**src/tsq_pkg.sv**
```systemverilog
// Package for the two-stack queue: sizes, status codes and stack control type.
// No dependencies; used by every module in src.
package tsq_pkg;

    localparam int STACK_DEPTH = 16;
    localparam int DATA_WIDTH  = 32;
    localparam int CNT_W       = $clog2(STACK_DEPTH + 1);

    localparam logic [1:0] ST_ENQ_OK    = 2'd0;
    localparam logic [1:0] ST_ENQ_FULL  = 2'd1;
    localparam logic [1:0] ST_DEQ_OK    = 2'd2;
    localparam logic [1:0] ST_DEQ_EMPTY = 2'd3;

    localparam logic ACT_ENQ = 1'b0;
    localparam logic ACT_DEQ = 1'b1;

    typedef struct packed {
        logic push;
        logic pop;
    } stack_ctrl_t;

endpackage

```
**src/tsq_cell.sv**
```systemverilog
// One storage cell of a stack chain: takes the word above on push, below on pop.
// Depends on tsq_pkg.
module tsq_cell (
    input  logic                          clk,
    input  tsq_pkg::stack_ctrl_t          ctrl,
    input  logic [tsq_pkg::DATA_WIDTH-1:0] up_data,
    input  logic [tsq_pkg::DATA_WIDTH-1:0] down_data,
    output logic [tsq_pkg::DATA_WIDTH-1:0] data
);

    logic [tsq_pkg::DATA_WIDTH-1:0] data_reg;
    logic [tsq_pkg::DATA_WIDTH-1:0] data_next;

    always_comb
    begin
        priority if (ctrl.push)
        begin
            data_next = up_data;
        end
        else if (ctrl.pop)
        begin
            data_next = down_data;
        end
        else
        begin
            data_next = data_reg;
        end
    end

    always_ff @(posedge clk)
    begin
        data_reg <= data_next;
    end

    assign data = data_reg;

endmodule

```
**src/tsq_stack.sv**
```systemverilog
// Bounded stack as a row of shifting cells, top at cell 0, plus its fill count.
// Depends on tsq_pkg and tsq_cell.
module tsq_stack (
    input  logic                           clk,
    input  logic                           rst_n,
    input  tsq_pkg::stack_ctrl_t           ctrl,
    input  logic [tsq_pkg::DATA_WIDTH-1:0] push_data,
    output logic [tsq_pkg::DATA_WIDTH-1:0] top_data,
    output logic [tsq_pkg::CNT_W-1:0]      count
);

    logic [tsq_pkg::DATA_WIDTH-1:0] cell_data [tsq_pkg::STACK_DEPTH];
    logic [tsq_pkg::CNT_W-1:0]      count_reg;
    logic [tsq_pkg::CNT_W-1:0]      count_next;

    for (genvar i = 0; i < tsq_pkg::STACK_DEPTH; i++)
    begin : g_cell
        logic [tsq_pkg::DATA_WIDTH-1:0] up_data;
        logic [tsq_pkg::DATA_WIDTH-1:0] down_data;

        if (i == 0)
        begin : g_top
            assign up_data = push_data;
        end
        else
        begin : g_mid_up
            assign up_data = cell_data[i-1];
        end

        if (i == tsq_pkg::STACK_DEPTH - 1)
        begin : g_bottom
            assign down_data = cell_data[i];
        end
        else
        begin : g_mid_down
            assign down_data = cell_data[i+1];
        end

        tsq_cell u_cell (
            .clk       (clk),
            .ctrl      (ctrl),
            .up_data   (up_data),
            .down_data (down_data),
            .data      (cell_data[i])
        );
    end

    always_comb
    begin
        priority if (ctrl.push)
        begin
            count_next = count_reg + tsq_pkg::CNT_W'(1);
        end
        else if (ctrl.pop)
        begin
            count_next = count_reg - tsq_pkg::CNT_W'(1);
        end
        else
        begin
            count_next = count_reg;
        end
    end

    always_ff @(posedge clk or negedge rst_n)
    begin
        if (!rst_n)
        begin
            count_reg <= '0;
        end
        else
        begin
            count_reg <= count_next;
        end
    end

    assign top_data = cell_data[0];
    assign count    = count_reg;

endmodule

```
**src/two_stack_queue_top.sv**
```systemverilog
// Top level of the two-stack queue: control sequencer, two cell-chain stacks, output register.
// Depends on tsq_pkg and tsq_stack.
//
//  channel | dir | tdata          | tuser
//  s_axis  | in  | value[31:0]    | action[0]
//  m_axis  | out | out_value[31:0]| status[1:0]
//
// Enqueue and dequeue from a non-empty output stack are taken back to back while m_axis is not stalled.
// Dequeue onto an empty output stack walks the input stack across, one word a
// cycle through the cell chains, then pops the result once m_axis has room.
// s_axis_tready is low during that walk and while a result waits on a stalled m_axis.
// rst_n clears the counts, sequencer and output valid; cell contents are not reset.
module two_stack_queue_top (
    input  logic        clk,
    input  logic        rst_n,
    input  logic        s_axis_tvalid,
    output logic        s_axis_tready,
    input  logic [31:0] s_axis_tdata,   // [31:0] value
    input  logic [0:0]  s_axis_tuser,   // [0] action
    output logic        m_axis_tvalid,
    input  logic        m_axis_tready,
    output logic [31:0] m_axis_tdata,   // [31:0] out_value
    output logic [1:0]  m_axis_tuser    // [1:0] status
);

    typedef enum logic {
        ST_RUN,
        ST_REFILL
    } state_t;

    state_t state_reg;
    state_t state_next;

    tsq_pkg::stack_ctrl_t in_ctrl;
    tsq_pkg::stack_ctrl_t out_ctrl;

    logic [tsq_pkg::DATA_WIDTH-1:0] in_top;
    logic [tsq_pkg::DATA_WIDTH-1:0] out_top;
    logic [tsq_pkg::CNT_W-1:0]      in_count;
    logic [tsq_pkg::CNT_W-1:0]      out_count;

    logic in_full;
    logic in_empty;
    logic out_empty;
    logic slot_free;
    logic accept;
    logic load;

    logic                           m_valid_reg;
    logic                           m_valid_next;
    logic [1:0]                     status_reg;
    logic [1:0]                     status_next;
    logic [tsq_pkg::DATA_WIDTH-1:0] value_reg;
    logic [tsq_pkg::DATA_WIDTH-1:0] value_next;

    assign in_full   = (in_count == tsq_pkg::CNT_W'(tsq_pkg::STACK_DEPTH));
    assign in_empty  = (in_count == '0);
    assign out_empty = (out_count == '0);
    assign slot_free = !m_valid_reg || m_axis_tready;

    assign s_axis_tready = (state_reg == ST_RUN) && slot_free;
    assign accept        = s_axis_tvalid && s_axis_tready;

    tsq_stack u_in_stack (
        .clk       (clk),
        .rst_n     (rst_n),
        .ctrl      (in_ctrl),
        .push_data (s_axis_tdata),
        .top_data  (in_top),
        .count     (in_count)
    );

    tsq_stack u_out_stack (
        .clk       (clk),
        .rst_n     (rst_n),
        .ctrl      (out_ctrl),
        .push_data (in_top),
        .top_data  (out_top),
        .count     (out_count)
    );

    always_comb
    begin
        in_ctrl     = '0;
        out_ctrl    = '0;
        state_next  = state_reg;
        load        = 1'b0;
        status_next = status_reg;
        value_next  = value_reg;

        unique case (state_reg)
            ST_RUN:
            begin
                if (accept)
                begin
                    if (s_axis_tuser[0] == tsq_pkg::ACT_ENQ)
                    begin
                        load       = 1'b1;
                        value_next = '0;
                        if (in_full)
                        begin
                            status_next = tsq_pkg::ST_ENQ_FULL;
                        end
                        else
                        begin
                            in_ctrl.push = 1'b1;
                            status_next  = tsq_pkg::ST_ENQ_OK;
                        end
                    end
                    else if (!out_empty)
                    begin
                        out_ctrl.pop = 1'b1;
                        load         = 1'b1;
                        status_next  = tsq_pkg::ST_DEQ_OK;
                        value_next   = out_top;
                    end
                    else if (in_empty)
                    begin
                        load        = 1'b1;
                        status_next = tsq_pkg::ST_DEQ_EMPTY;
                        value_next  = '0;
                    end
                    else
                    begin
                        state_next = ST_REFILL;
                    end
                end
            end
            ST_REFILL:
            begin
                if (!in_empty)
                begin
                    in_ctrl.pop   = 1'b1;
                    out_ctrl.push = 1'b1;
                end
                else if (slot_free)
                begin
                    out_ctrl.pop = 1'b1;
                    load         = 1'b1;
                    status_next  = tsq_pkg::ST_DEQ_OK;
                    value_next   = out_top;
                    state_next   = ST_RUN;
                end
            end
            default:
            begin
                state_next = ST_RUN;
            end
        endcase

        m_valid_next = load || (m_valid_reg && !m_axis_tready);
    end

    always_ff @(posedge clk or negedge rst_n)
    begin
        if (!rst_n)
        begin
            state_reg   <= ST_RUN;
            m_valid_reg <= 1'b0;
            status_reg  <= tsq_pkg::ST_ENQ_OK;
            value_reg   <= '0;
        end
        else
        begin
            state_reg   <= state_next;
            m_valid_reg <= m_valid_next;
            status_reg  <= status_next;
            value_reg   <= value_next;
        end
    end

    assign m_axis_tvalid = m_valid_reg;
    assign m_axis_tuser  = status_reg;
    assign m_axis_tdata  = value_reg;

    a_count_bound: assert property (@(posedge clk) disable iff (!rst_n)
        (in_count <= tsq_pkg::CNT_W'(tsq_pkg::STACK_DEPTH))
        && (out_count <= tsq_pkg::CNT_W'(tsq_pkg::STACK_DEPTH)))
        else $error("stack count beyond depth");

    a_refill_move: assert property (@(posedge clk) disable iff (!rst_n)
        (state_reg == ST_REFILL && !in_empty)
        |=> (out_count == $past(out_count) + tsq_pkg::CNT_W'(1))
            && (in_count == $past(in_count) - tsq_pkg::CNT_W'(1)))
        else $error("refill walk did not move one word");

    a_refill_from_empty: assert property (@(posedge clk) disable iff (!rst_n)
        (state_reg == ST_RUN && state_next == ST_REFILL) |-> (out_empty && !in_empty))
        else $error("refill started with output stack occupied");

    a_zero_value: assert property (@(posedge clk) disable iff (!rst_n)
        (m_axis_tvalid && m_axis_tuser != tsq_pkg::ST_DEQ_OK) |-> (m_axis_tdata == '0))
        else $error("non-dequeue result carries data");

endmodule
```
**config.mk**
```make
export PLATFORM = sky130hd
export DESIGN_NAME = two_stack_queue_top
export DESIGN_NICKNAME = d
export VERILOG_FILES = /design/src/tsq_pkg.sv /design/src/tsq_cell.sv /design/src/tsq_stack.sv /design/src/two_stack_queue_top.sv
export SDC_FILE = /design/constraint.sdc
export NUM_CORES = 2
export LEC_CHECK = 0
export BUFFER_PORTS_ARGS = -buffer_cell sky130_fd_sc_hd__buf_2
export CAP_MARGIN = 20
export CORE_MARGIN = 3
export CORE_UTILIZATION = 49
export DETAILED_ROUTE_END_ITERATION = 12
export SKIP_LAST_GASP = 1
export SLEW_MARGIN = 20
export SYNTH_ARGS = -nofsm -noshare
export SYNTH_HDL_FRONTEND = slang
export SYNTH_HIERARCHICAL = 1
export SYNTH_SLANG_ARGS = --single-unit
export TNS_END_PERCENT = 10
```
**constraint.sdc**
```tcl
create_clock -name clk -period 8.6 [get_ports clk]
set_input_delay 1.72 -clock clk [delete_from_list [all_inputs] [get_ports clk]]
set_output_delay 1.72 -clock clk [all_outputs]
set_load 0.02 [all_outputs]
```
==> impl_metrics.json <==
{
  "finalClockSkew_ps": 20.1,
  "fin_crit_ps": 4260,
  "finalHoldViolations": 0,
  "vias_per_cell": 5.41,
  "regArea_mm2": 0.0319,
  "antenna_found_initial": 1,
  "grt_pass1_wl_um": 148000,
  "critPathLaunchType": "input port",
  "detail_route.wl_per_cell_um": 24.5,
  "numCtsBuffers": 113,
  "netlist_instances": 2438,
  "hold_slack_ps": 505,
  "tightestPinTransition_ps": 1090,
  "worst_slack_ps": 4340,
  "diodes": 0,
  "powerDensity_mw_per_mm2": 471,
  "muxShareOfSynthArea": 0.304,
  "cp_slowest_cell": "or2_2",
  "firstDrtPassIters": 5,
  "syn_area_mm2": 0.0506,
  "synth_compound_area_frac": 0.00311,
  "num_vias": 21630,
  "yosysTopAreaCellShare": 0.607,
  "rsz0062_at_grt": "no",
  "drv_cap": 0,
  "critPathKind": "in2reg",
  "ys_warn_count": 6,
  "hold_class": "reg2reg",
  "holdPathStages": 1,
  "io_pins": 73,
  "vdd_drop_max_v": 0.000288,
  "outcome": "complete, no violations",
  "drive_gt1_frac": 0.502,
  "crit_buf_inv": 2,
  "clk_latency_ps": 690,
  "routabilityCongestion": 0.777,
  "die_y_um": 327,
  "synth_top_area_cell": "edfxtp_1",
  "seq_power_share": 0.471,
  "n_fill_cell": 8087,
  "dieArea_mm2": 0.107,
  "cp_num_cells": 5,
  "wl_um": 98100,
  "cts_resized": 0,
  "yosysMostFrequentCell": "edfxtp_1",
  "p_leak_nw": 20.6,
  "dp_slack_ps": 3680,
  "p_sw_frac": 0.301,
  "relSlewSlack": 0.273,
  "synth_edf_count": 1024,
  "clockPowerShare": 0.183,
  "synth_cell_types": 43,
  "required_ps": 8890,
  "ff2ff_path_depth": 6,
  "cpLargestDelayFamily": "simple AND/OR/NAND/NOR gates",
  "timing.reg2reg.setup_slack_ps": 4740,
  "clk_path_buf_depth": 3,
  "net-switching-power_w": 0.00770,
  "grt_overflow": 0,
  "cts_setup_buffers": 0,
  "fin_util": 0.532,
  "dp_hpwl_um": 59400,
  "p_int_w": 0.0179,
  "crit_path_max_incr_delay_ps": 920,
  "drv_slew": 0,
  "synthTopCellsByCount": "1024 x edfxtp_1, 928 x mux2_4, 99 x buf_12",
  "multi_input_area_mm2": 0.0162,
  "synth_seq_cells": 1070,
  "cts_sinks": 1070,
  "nets": 2581,
  "critPathCaptureType": "flip-flop",
  "dieWidth_um": 327,
  "drc": 0,
  "port_buffers": 72,
  "grtUsageTotal": 0.181,
  "yosys_most_used_dff": "edfxtp_1",
  "area_delta_synth_final_pct": 7.32,
  "crit_chain": "buf_2, a21oi_1, and3_4, buf_12, or2_2",
  "initial_core_util": 0.496,
  "grt_max_degree": 151,
  "synthTopCellsByArea": "edfxtp_1 61%, mux2_4 28%, buf_12 3.9%, dfrtp_1 2.3%, mux2_2 2.2%",
  "synth_top_family_by_area": "multiplexers",
  "arrival_ps": 4550,
  "async_flop_share": 0.0430,
  "grt_pass1_vias": 23003,
  "min_period_over_period": 0.496,
  "htree_num_levels": 3,
  "postCtsHoldBufs": 0,
  "clkSlewWorstSetupHoldPaths_ps": 60,
  "max_freq_mhz": 234,
  "coreArea_mm2": 0.102,
  "cp_max_fo": 136,
  "synthAdderAreaFrac": 0.00227,
  "synth_xor_area_frac": 0.00104,
  "p_comb_frac": 0.346,
  "clockRootBuffer": "clkbuf_16",
  "finalSetupViolCount": 0,
  "ys_seq_area_frac": 0.630,
  "antenna_left": 0,
  "cts_tree": "done",
  "drtIter0Drc": 1705,
  "rows": 117,
  "syn_area_per_cell_um2": 20.8,
  "synth-simple-area-share": 0.00986,
  "syn-num-nets": 2483,
  "fin_setup_tns_ps": 0
}
-- layout by cell type, fill, tap and decap left out, types with 3 or more instances in the layout --
cell type      n
or2_1         31
xnor2_1        4
edfxtp_1    1024
clkinv_1      25
inv_1         39
bufinv_16      5
clkbuf_8       9
nor2b_1        3
clkbuf_16    114
buf_4         41
nand2_1       38
buf_12         6
clkinv_2      27
dfrtp_1       46
nor2_1         9
ha_1           6
o21ai_0        3
mux2_4       928
clkbuf_1      22
mux2i_1       35
buf_2         72
mux2_2        98
a21oi_1        5
clkinvlp_4     3
-- routing by layer --
| layer | GRT usage | share of wire | up-vias |
|---|---|---|---|
| li1 | - | - | 9635 |
| met1 | 0.269 | 0.48 | 11415 |
| met2 | 0.281 | 0.46 | 441 |
| met3 | 0.0278 | 0.041 | 139 |
| met4 | 0.0451 | 0.022 | 0 |
| met5 | 0 | 0 | - |
-- power by group through the flow --
stage                     combinational (W)  sequential [W]  clock (W)
after CTS                           0.00889          0.0121    0.00482
after detailed placement            0.00881          0.0122          0
final                               0.00885          0.0121    0.00468
after global routing                0.00939          0.0124    0.00504
after floorplan                     0.00779          0.0112          0
after global placement              0.00858          0.0121          0
-- cell type report --
type,count,share of cell area
Sequential cell,1070,0.587
Timing Repair Buffer,119,0.0145
Clock inverter,67,0.00912
Multi-Input combinational cell,1193,0.299
Inverter,39,0.00269
Clock buffer,145,0.0563
Tap cell,1368,0.0315
-- worst paths after layout --
| kind | to | startpoint |
|---|---|---|
| min in group asynchronous | state_reg$_DFF_PN0_ | rst_n |
| worst min-delay path | u_out_stack/count[4]$_DFFE_PN0P_ | u_out_stack/count[4]$_DFFE_PN0P_ |
| max in group asynchronous | m_axis_tdata[23]$_DFFE_PN0P_ | rst_n |
| worst min register to register | u_out_stack/count[4]$_DFFE_PN0P_ | u_out_stack/count[4]$_DFFE_PN0P_ |
| worst max register to register | u_out_stack/g_cell[10].u_cell/data[21]$_DFFE_PP_ | u_in_stack/count[0]$_DFFE_PN0P_ |
| worst max-delay path | u_in_stack/g_cell[0].u_cell/data[4]$_DFFE_PP_ | s_axis_tuser |
-- metrics by stage --
step	area, um2	std cells	power [W]
6_report	54300	4001	0.0256
5_1_grt	54300	4001	0.0269
4_1_cts	54300	4001	0.0258
3_5_place_dp	50800	3789	0.0210
3_3_place_gp	50800	3789	0.0207
2_1_floorplan	50600	2438	0.0190
-- cells by family after synthesis --
logic type	count (synthesis)
DFF	1070
muxes	1061
buffers and inverters	175
and+or+nand+nor	96
AOI/OAI and AO/OA	22
adders and majority gates	8
xor gates and xnor gates	6
-- worst reg2reg max path: cells and delay by family (launching register included) --
kind	cells	cell delay, ps
AND/OR/NAND/NOR	4	1920
flip-flops	1	440
buffers and inverters	2	1140
Note: power is estimated with default switching activity, not from simulation.
